[config.mk]
export PLATFORM = sky130hd
export DESIGN_NAME = utf8_to_utf16_console_decoder_top_flat
export DESIGN_NICKNAME = d
export VERILOG_FILES = /design/src/u8dec_pkg.sv /design/src/u8dec_byte_if.sv /design/src/u8dec_unit_if.sv /design/src/utf8_to_utf16_console_decoder_top.sv /design/src/u8dec_decode.sv /design/src/flat_wrapper.sv
export VERILOG_INCLUDE_DIRS = /design/src /design/src/src
export SDC_FILE = /design/constraint.sdc
export NUM_CORES = 1
export LEC_CHECK = 0
export BUFFER_PORTS_ARGS = -buffer_cell sky130_fd_sc_hd__buf_2
export CAP_MARGIN = 25
export CORE_ASPECT_RATIO = 0.7
export CORE_MARGIN = 4
export CORE_UTILIZATION = 40
export CTS_BUF_LIST = sky130_fd_sc_hd__clkbuf_16
export DETAILED_ROUTE_END_ITERATION = 16
export PLACE_DENSITY_LB_ADDON = 0.08
export SLEW_MARGIN = 10
export SYNTH_ARGS = -nofsm -noshare
export SYNTH_HDL_FRONTEND = slang
export SYNTH_SLANG_ARGS = --single-unit
export TNS_END_PERCENT = 5
[constraint.sdc]
create_clock -name clk -period 3.1 [get_ports clk]
set_input_delay 0.62 -clock clk [delete_from_list [all_inputs] [get_ports clk]]
set_output_delay 0.62 -clock clk [all_outputs]
set_load 0.01 [all_outputs]
[src/utf8_to_utf16_console_decoder_top_assert.svh]
// Assertion macros for the UTF-8 to UTF-16 console decoder.
// Used by the top level; expects signals named clk and arst_n in scope.
`ifndef UTF8_TO_UTF16_CONSOLE_DECODER_TOP_ASSERT_SVH
`define UTF8_TO_UTF16_CONSOLE_DECODER_TOP_ASSERT_SVH

// Same-cycle implication, checked outside reset
`define U8DEC_ASSERT_NOW(lbl, ante, cons, msg) \
	lbl: assert property (@(posedge clk) disable iff (!arst_n) (ante) |-> (cons)) \
		else $error(msg);

// Next-cycle implication, checked outside reset
`define U8DEC_ASSERT_NEXT(lbl, ante, cons, msg) \
	lbl: assert property (@(posedge clk) disable iff (!arst_n) (ante) |=> (cons)) \
		else $error(msg);

`endif

[src/u8dec_pkg.sv]
// Shared constants and types for the UTF-8 to UTF-16 console decoder.
// No dependencies.
package u8dec_pkg;

	// Code units
	localparam logic [15:0] CU_NONCHAR = 16'hFFFE;
	localparam logic [15:0] CU_BOM     = 16'hFEFF;
	localparam logic [15:0] CU_QMARK   = 16'h003F;
	localparam logic [15:0] CU_LF      = 16'h000A;
	localparam logic [15:0] CU_CR      = 16'h000D;

	// Byte classes
	localparam logic [7:0] TRAIL_MIN = 8'h80;
	localparam logic [7:0] TRAIL_END = 8'hC0;
	localparam logic [7:0] LEAD_MIN  = 8'hC2;
	localparam logic [7:0] LEAD3_MIN = 8'hE0;
	localparam logic [7:0] LEAD_MAX  = 8'hEF;

	// Open sequence: lead byte and first trail byte, zero when absent
	typedef struct packed {
		logic [7:0] lead;
		logic [7:0] middle;
	} u8dec_seq_t;

	// Decode result of one byte
	typedef struct packed {
		logic        emit;   // at least one code unit
		logic        nl;     // newline: CR then LF
		logic [15:0] cu;
	} u8dec_dec_t;

endpackage

[src/u8dec_byte_if.sv]
// Byte channel: valid/ready handshake carrying one UTF-8 byte.
// No dependencies.
interface u8dec_byte_if;
	logic       valid;
	logic       ready;
	logic [7:0] in_byte;

	modport source (output valid, output in_byte, input ready);
	modport sink   (input valid, input in_byte, output ready);
endinterface

[src/u8dec_unit_if.sv]
// Code unit channel: valid/ready handshake carrying one UTF-16 code unit.
// No dependencies.
interface u8dec_unit_if;
	logic        valid;
	logic        ready;
	logic [15:0] code_unit;
	logic        last_of_run;

	modport source (output valid, output code_unit, output last_of_run, input ready);
	modport sink   (input valid, input code_unit, input last_of_run, output ready);
endinterface

[src/utf8_to_utf16_console_decoder_top.sv]
// UTF-8 to UTF-16 console decoder (BMP only). Accepts one byte per cycle when
// the output side keeps up, except while a newline is held; results are
// registered and appear in the cycle after the byte transfer, from a single
// output register. A newline puts CR then LF through that register, so the
// byte side stalls while the CR is held. Lead bytes, first trail bytes of
// three-byte sequences and U+FEFF produce no output. Invalid input yields '?'.
// Depends on u8dec_pkg, u8dec_byte_if, u8dec_unit_if, u8dec_decode and the
// assertion macro header.
`include "utf8_to_utf16_console_decoder_top_assert.svh"

module utf8_to_utf16_console_decoder_top (
	input  logic         clk,
	input  logic         arst_n,
	u8dec_byte_if.sink   utf8,
	u8dec_unit_if.source utf16
);

	u8dec_pkg::u8dec_seq_t seq_q;
	u8dec_pkg::u8dec_seq_t seq_next;
	u8dec_pkg::u8dec_dec_t dec;

	logic        out_valid_q;
	logic        pending_lf_q;
	logic [15:0] out_cu_q;
	logic        out_last_q;
	logic        in_xfer;
	logic        out_xfer;

	u8dec_decode u_decode (
		.in_byte  (utf8.in_byte),
		.seq      (seq_q),
		.seq_next (seq_next),
		.dec      (dec)
	);

	// Handshakes: take a byte whenever the output slot frees this cycle
	assign utf8.ready        = !out_valid_q || (utf16.ready && !pending_lf_q);
	assign in_xfer           = utf8.valid && utf8.ready;
	assign out_xfer          = out_valid_q && utf16.ready;
	assign utf16.valid       = out_valid_q;
	assign utf16.code_unit   = out_cu_q;
	assign utf16.last_of_run = out_last_q;

	// Sequence state
	always_ff @(posedge clk or negedge arst_n) begin
		if (!arst_n) begin
			seq_q <= '0;
		end else if (in_xfer) begin
			seq_q <= seq_next;
		end
	end

	// Output control
	always_ff @(posedge clk or negedge arst_n) begin
		if (!arst_n) begin
			out_valid_q  <= 1'b0;
			pending_lf_q <= 1'b0;
		end else if (out_xfer && pending_lf_q) begin
			out_valid_q  <= 1'b1;
			pending_lf_q <= 1'b0;
		end else if (in_xfer) begin
			out_valid_q  <= dec.emit;
			pending_lf_q <= dec.emit && dec.nl;
		end else if (out_xfer) begin
			out_valid_q <= 1'b0;
		end
	end

	// Output payload
	always_ff @(posedge clk) begin
		if (out_xfer && pending_lf_q) begin
			out_cu_q   <= u8dec_pkg::CU_LF;
			out_last_q <= 1'b1;
		end else if (in_xfer && dec.emit) begin
			out_cu_q   <= dec.nl ? u8dec_pkg::CU_CR : dec.cu;
			out_last_q <= !dec.nl;
		end
	end

	// Checks
	`U8DEC_ASSERT_NOW(a_pending_is_cr, pending_lf_q,
		out_valid_q && !out_last_q && (out_cu_q == u8dec_pkg::CU_CR),
		"pending LF without CR in output register")
	`U8DEC_ASSERT_NOW(a_not_last_pending, out_valid_q && !out_last_q, pending_lf_q,
		"non-final code unit with no LF to follow")
	`U8DEC_ASSERT_NEXT(a_lf_follows, out_xfer && pending_lf_q,
		out_valid_q && out_last_q && (out_cu_q == u8dec_pkg::CU_LF) && !pending_lf_q,
		"LF did not follow CR")
	`U8DEC_ASSERT_NOW(a_middle_needs_lead3, seq_q.middle != 8'h00,
		seq_q.lead >= u8dec_pkg::LEAD3_MIN,
		"trail byte stored without a three-byte lead")
	`U8DEC_ASSERT_NEXT(a_lead_stored,
		in_xfer && (utf8.in_byte >= u8dec_pkg::LEAD_MIN) &&
		(utf8.in_byte <= u8dec_pkg::LEAD_MAX),
		(seq_q.lead == $past(utf8.in_byte)) && (seq_q.middle == 8'h00) && !out_valid_q,
		"lead byte not held or produced output")

endmodule

[src/u8dec_decode.sv]
// Combinational UTF-8 byte decoder: next sequence state and emitted code unit.
// Depends on u8dec_pkg.
module u8dec_decode (
	input  logic [7:0]          in_byte,
	input  u8dec_pkg::u8dec_seq_t seq,
	output u8dec_pkg::u8dec_seq_t seq_next,
	output u8dec_pkg::u8dec_dec_t dec
);

	logic [15:0] cu_raw;
	logic        emit_raw;

	// Sequence tracking
	always_comb begin
		cu_raw   = u8dec_pkg::CU_NONCHAR;
		emit_raw = 1'b1;
		seq_next = '0;
		if (in_byte < u8dec_pkg::TRAIL_MIN) begin
			// ASCII; mid-sequence it is dropped and flagged
			if (seq.lead == 8'h00) begin
				cu_raw = {8'h00, in_byte};
			end
		end else if (in_byte < u8dec_pkg::TRAIL_END) begin
			if (seq.lead == 8'h00) begin
				// stray trail byte: stays invalid
			end else if (seq.lead < u8dec_pkg::LEAD3_MIN) begin
				cu_raw = {5'd0, seq.lead[4:0], in_byte[5:0]};
			end else if (seq.middle == 8'h00) begin
				seq_next.lead   = seq.lead;
				seq_next.middle = in_byte;
				emit_raw        = 1'b0;
			end else begin
				cu_raw = {seq.lead[3:0], seq.middle[5:0], in_byte[5:0]};
			end
		end else if (in_byte inside {[u8dec_pkg::LEAD_MIN:u8dec_pkg::LEAD_MAX]}) begin
			seq_next.lead = in_byte;
			emit_raw      = 1'b0;
		end
		// C0, C1 and F0..FF fall through: invalid, sequence cleared
	end

	// Output filtering: noncharacter, byte order mark, newline
	always_comb begin
		dec.cu   = (cu_raw == u8dec_pkg::CU_NONCHAR) ? u8dec_pkg::CU_QMARK : cu_raw;
		dec.emit = emit_raw && (cu_raw != u8dec_pkg::CU_BOM);
		dec.nl   = (cu_raw == u8dec_pkg::CU_LF);
	end

endmodule

[src/flat_wrapper.sv]
// flat-port wrapper written by rule: the top's interface ports become plain ports
module utf8_to_utf16_console_decoder_top_flat 
  (clk, arst_n, utf8_valid, utf8_in_byte, utf8_ready, utf16_valid, utf16_code_unit, utf16_last_of_run, utf16_ready);
  u8dec_byte_if utf8_i ();
  u8dec_unit_if utf16_i ();
  input  logic clk;
  input  logic arst_n;
  input wire logic [$bits(utf8_i.valid)-1:0] utf8_valid;
  input wire logic [$bits(utf8_i.in_byte)-1:0] utf8_in_byte;
  output wire logic [$bits(utf8_i.ready)-1:0] utf8_ready;
  output wire logic [$bits(utf16_i.valid)-1:0] utf16_valid;
  output wire logic [$bits(utf16_i.code_unit)-1:0] utf16_code_unit;
  output wire logic [$bits(utf16_i.last_of_run)-1:0] utf16_last_of_run;
  input wire logic [$bits(utf16_i.ready)-1:0] utf16_ready;
  assign utf8_i.valid = utf8_valid;
  assign utf8_i.in_byte = utf8_in_byte;
  assign utf8_ready = utf8_i.ready;
  assign utf16_valid = utf16_i.valid;
  assign utf16_code_unit = utf16_i.code_unit;
  assign utf16_last_of_run = utf16_i.last_of_run;
  assign utf16_i.ready = utf16_ready;
  utf8_to_utf16_console_decoder_top u_core (.clk(clk), .arst_n(arst_n), .utf8(utf8_i), .utf16(utf16_i));
endmodule
[Word level (Yosys, flattened, before mapping)]
Cells that the tools add are included.
Word-level totals
  flip-flop bits (word level): 35
  bits of input ports: 12
  output and inout port bits: 19
  word-level logic and storage cells: 58
Operators by class
  $lt $le $gt $ge: 5
  equal/unequal tests: 4
  mux-type cells: 26
  reduce and logical (&&, ||, !) cells: 17
Operators with widths (count)
  16-bit two-way mux: 12
  8-bit < comparator, second input constant: 3
  8-bit two-way mux: 3
  16-bit equality test, second input constant: 1
  16-bit by 4-bit equality test with 1-bit output, second input constant: 1
  8-bit logical NOT: 2
  16-bit != test, second input constant: 1
  1-bit two-way mux: 11
  8-bit >= comparator, second input constant: 1
  8-bit less-or-equal comparator, second input constant: 1
  1-bit logical AND: 8
  5-bit != test, second input constant: 1
  1-bit logical NOT: 3
  3-bit nonzero test: 1
  2-bit AND reduction: 1
  2-bit nonzero test: 1
  1-bit logical OR: 1

[Logic depth before layout (Yosys ltp)]
  depth after elaboration: 11
  gate-level depth with buffers: 8
  gate-level depth less buffers: 6

[Hierarchy]
A second synthesis with hierarchy kept.
Second synthesis, totals
  cells, all modules: 199
  area total of the unflattened synthesis: 1990.7 sq um
Modules (own cells, without submodules)
  utf8_to_utf16_console_decoder_top: instances 1, cells each 101, area each 1371.3 sq um, sequential area each 790.8 sq um
  u8dec_decode: instances 1, cells each 98, area each 619.3 sq um, sequential area each 0.0 sq um

[Least setup slack after synthesis]
OpenSTA, ideal clock, no wires.
  path type: input-to-reg
  start: input utf8_in_byte[2]
  end: register u_core.out_cu_q[4], in the netlist u_core.utf16.code_unit[4]
  setup time: 0.116 ns
  data arrival time: 2.181 ns
  required time: 2.984 ns
  setup slack: 0.803 ns
  stages: 6
  path buffers: 0
  path through: or3_1 > o2111ai_1 > and2b_1 > nand3_4 > or3_1 > o211a_1
On the way
  longest elaborated chain between the ends: 8
  elaborated cells on any way between the ends: 21
  those cells by class: order compare (4); eq/ne (3); mux (11); reduce/logical (3)
RTL lines
  from (decl): RTL line flat_wrapper.sv:9  | input wire logic [$bits(utf8_i.in_byte)-1:0] utf8_in_byte;
  parallel branches: the longest is 8 deep, another holds 8-bit < comparator
  to (signal assigned): RTL line utf8_to_utf16_console_decoder_top.sv:72  | out_cu_q <= u8dec_pkg::CU_LF;
  to (signal assigned): RTL line utf8_to_utf16_console_decoder_top.sv:75  | out_cu_q <= dec.nl ? u8dec_pkg::CU_CR : dec.cu;
  to (decl): RTL line utf8_to_utf16_console_decoder_top.sv:24  | logic [15:0] out_cu_q;
Several ways; the timed one is not identified.
A chain may end at the register's enable or synchronous reset.

[Worst setup path in the final report]
  start: register u_core.seq_q[8] in the netlist's numbering
  end: register u_core.out_cu_q[4], in the netlist u_core.utf16.code_unit[4]
On the way
  longest elaborated chain between the ends: 8
  elaborated cells on any way between the ends: 19
  those cells by class: order compare (1); eq/ne (3); mux (12); reduce/logical (3)
RTL lines
  from (decl): RTL line utf8_to_utf16_console_decoder_top.sv:18  | u8dec_pkg::u8dec_seq_t seq_q;
  from (signal assigned): RTL line utf8_to_utf16_console_decoder_top.sv:49  | seq_q <= seq_next;
  8-bit < comparator or 16-bit two-way mux (tied branches): RTL line u8dec_decode.sv:26, u8dec_decode.sv:28
  16-bit two-way mux: RTL line u8dec_decode.sv:26  | end else if (seq.lead < u8dec_pkg::LEAD3_MIN) begin
  16-bit two-way mux: RTL line u8dec_decode.sv:24  | if (seq.lead == 8'h00) begin
  16-bit two-way mux: RTL line u8dec_decode.sv:23  | end else if (in_byte < u8dec_pkg::TRAIL_END) begin
  16-bit two-way mux: RTL line u8dec_decode.sv:18  | if (in_byte < u8dec_pkg::TRAIL_MIN) begin
  16-bit equality test or 16-bit != test (tied branches): RTL line u8dec_decode.sv:44, u8dec_decode.sv:45
  16-bit two-way mux or 1-bit logical AND (tied branches): RTL line u8dec_decode.sv:44, u8dec_decode.sv:45
  16-bit two-way mux or 1-bit logical AND (tied branches): RTL line utf8_to_utf16_console_decoder_top.sv:75, utf8_to_utf16_console_decoder_top.sv:74
Several ways; a longest one is shown, not always the timed one.

==> impl_metrics.toml <==
[global_route]
grt.busiest_layer = "met1"
grt-ovfl-total = 0
grt_usage_pct = 19.1
grt_antenna_before_repair = 0
use_met3_pct = 4.57
grt_max_degree = 26
met1_usage_pct = 28.0
grt_pass1_vias = 1622
grtUsageMet2_pct = 27.5
grt_pass1_wl_um = 8320

[timing]
setup_viol_count_final = 0
worst_pin_slew_ns = 0.635
slew_viol_final = 0
hold_slack_ns = 0.269
maxSlewHeadroom_pct = 57.5
min_period_ns = 2.45
fin_skew_ns = 0.00501
fmax_ghz = 0.408
fin_setup_tns_ns = 0
period_share_pct = 79.1
hold_violations = 0
rsz0062_at_grt = "no"

[worst_setup_path]
path_cells = "or4_4, o211a_4, nand2b_2, nand3_4, or3_1, o211a_1"
rr_endpoint = "u_core.utf16.code_unit[4]"
startpoint_type = "flop"
reg2reg_depth = 6
crit_required_ns = 3.27
critPathBufInv = 0
cp_max_fo = 25
reg2reg_from = "u_core.seq_q[8]"
r2r_slack_ns = 0.65
worstPathArrival_ns = 2.62
path_class = "reg -> reg"
critical_path.top_delay_family = "simple AND/OR/NAND/NOR gates"
endpoint_kind = "flop"
crit_path_max_incr_delay_ns = 0.60
crit_path_top_delay_cell = "or4_4"

[clocking]
cts_hold_buf = 0
cts_setup_buffers = 0
insertion_delay_ns = 0.28
cts_buffers = 5
clock-sinks = 35
htreeDepth = 2
tritoncts = "built"
clkTransAtPathRegs_ns = 0.05
cts_resized = 0
clockRootBuffer = "clkbuf_16"
max-clock-path-buffers = 2

[pwr]
p_leak_uw = 0.000908
swShare_pct = 29.9
intPower_uw = 915
combPwrFrac_pct = 22.4
power_switching_uw = 390
clkPwrFrac_pct = 35.7
power_density_mw_per_mm2 = 604
seqPwrFrac_pct = 41.8
vdd.ir_drop.worst_mv = 0.280

[yosys]
synth_warnings = 0
synthFlopType = "dfrtp_1"
synth_seq_cells = 35
synth_most_common_cell = "nand2_1"
yosys.area_share.adder_pct = 0
postSynthNetCount = 213
syn_area_mm2 = 0.00185
synth_top_family_by_area = "simple AND/OR/NAND/NOR gates"
synth_enable_flop_cells = 0
synth.area.top_cells = "dfrtp_1 24%, dfxtp_1 18%, nand2_1 6.1%"
muxShareOfSynthArea_pct = 2.91
yosys.area_share.xor_xnor_pct = 0
yosysTopAreaCell = "dfrtp_1"
synthArstFlopShare_pct = 51.4
syn_inst = 201
synth_common_cells = "30 x nand2_1, 18 x dfrtp_1, 17 x dfxtp_1"
yosys.area_share.simple_pct = 28.4
synth_top_area_share_pct = 24.4
syn_avg_cell_area_um2 = 9.19
synth_compound_area_share_pct = 21.7
yosysUniqueCellTypes = 52
synth_seq_area_share_pct = 42.8

[route]
routedWlPerCell_um = 17.4
drc = 0
drt_iter0_markers = 136
vias_per_cell = 5.73
num_vias = 1634
wl_um = 4970
dr.pass1.iters = 4
ant_nets = 0

[placement]
port_buffers = 30
gp_congestion = 0.888
placed_area_mm2 = 0.00202
hpwl_um = 3740

[floorplan]
row_count = 20
die_w_um = 89.2
core_area_mm2 = 0.00440
dieArea_mm2 = 0.00579
die_y_um = 64.9
initial_core_util_pct = 42.0
io_pins = 31

[finish]
fin_area_mm2 = 0.00216
layout.nets = 241
utilization_pct = 49.0
nFillCells = 418
drive_gt1_share_pct = 27.4
n_antenna_cell = 0
syn_to_final_growth_pct = 16.9

[outcome]
outcome = "finished clean"

[hold_path]
min_path_type = "in -> async"

[job]
maxCapViolations = 0
-- worst reg2reg max path, stage by stage, from the launching register on --
cell	delay, ns
dfrtp_1	0.47
or4_4	0.60
o211a_4	0.30
nand2b_2	0.15
nand3_4	0.29
or3_1	0.44
o211a_1	0.11
-- state kept, by name, summed over array words and instances (netlist names) --
signal	count
u_core.seq_q	16
u_core.utf16.code_unit	16
u_core.pending_lf_q	1
u_core.utf16.last_of_run	1
u_core.utf16.valid	1
-- power by group through the flow --
stage	combinational [uW]	clock, uW	sequential (uW)
6_report	293	466	546
3_5_place_dp	295	0	555
4_1_cts	296	475	546
5_1_grt	324	496	555
3_3_place_gp	290	0	553
2_1_floorplan	179	0	571
-- area by class of cell --
| class | count | area [um2] | share of cell area, % |
|---|---|---|---|
| Multi-Input combinational cell | 150 | 978 | 45.3 |
| Sequential cell | 35 | 791 | 36.6 |
| Timing Repair Buffer | 32 | 165 | 7.65 |
| Clock buffer | 5 | 125 | 5.79 |
| Tap cell | 55 | 68.8 | 3.19 |
| Inverter | 5 | 18.8 | 0.869 |
| Clock inverter | 3 | 12.5 | 0.579 |
-- metal layers --
| metal | share of wire (%) | wire length, um | vias to the layer above |
|---|---|---|---|
| li1 | - | - | 798 |
| met1 | 48 | 2370 | 780 |
| met2 | 44 | 2200 | 51 |
| met3 | 7.1 | 352 | 5 |
| met4 | 0.99 | 49 | 0 |
| met5 | 0 | 0 | - |
-- cells by family after synthesis --
family | after synthesis
AOI/OAI and AO/OA | 54
buffers and inverters | 16
DFF | 35
and+or+nand+nor | 91
muxes | 5
-- through the flow --
| step | setup slack [ns] | total power [uW] | instances |
|---|---|---|---|
| finish | 0.647 | 1310 | 285 |
| global route | 0.499 | 1380 | 285 |
| CTS | 0.648 | 1320 | 285 |
| detailed placement | 0.512 | 850 | 277 |
| global placement | 0.559 | 842 | 277 |
| floorplan | 0.803 | 749 | 201 |
-- worst max path at each step --
stage                     startpoint                         to  slack [ns]  depth (start not counted)
finish               u_core.seq_q[8]  u_core.utf16.code_unit[4]        0.65                          6
detailed placement   utf8_in_byte[4]  u_core.utf16.code_unit[5]        0.51                          7
global route        u_core.seq_q[13]        u_core.pending_lf_q        0.50                          6
CTS                  u_core.seq_q[8]  u_core.utf16.code_unit[5]        0.65                          6
floorplan            utf8_in_byte[2]  u_core.utf16.code_unit[4]        0.80                          6
global placement     utf8_in_byte[4]  u_core.utf16.code_unit[4]        0.56                          7
-- cell usage in the layout, fill, tap and decap left out, types with 4 or more instances in the layout --
master     netlist  routed
a21oi_1          7       7
nand4_1          7       7
o21ai_0          9       9
nor3_1           5       5
nor4_1           4       4
buf_2            2      30
o31ai_2          7       7
clkbuf_16        0       5
inv_1            5       7
nand3_1         16      16
dfxtp_1         17      17
nand2_1         30      30
nor2b_1          5       5
dfrtp_1         18      18
o21ai_1         11      11
No activity file was read; power rests on OpenSTA's default activity.
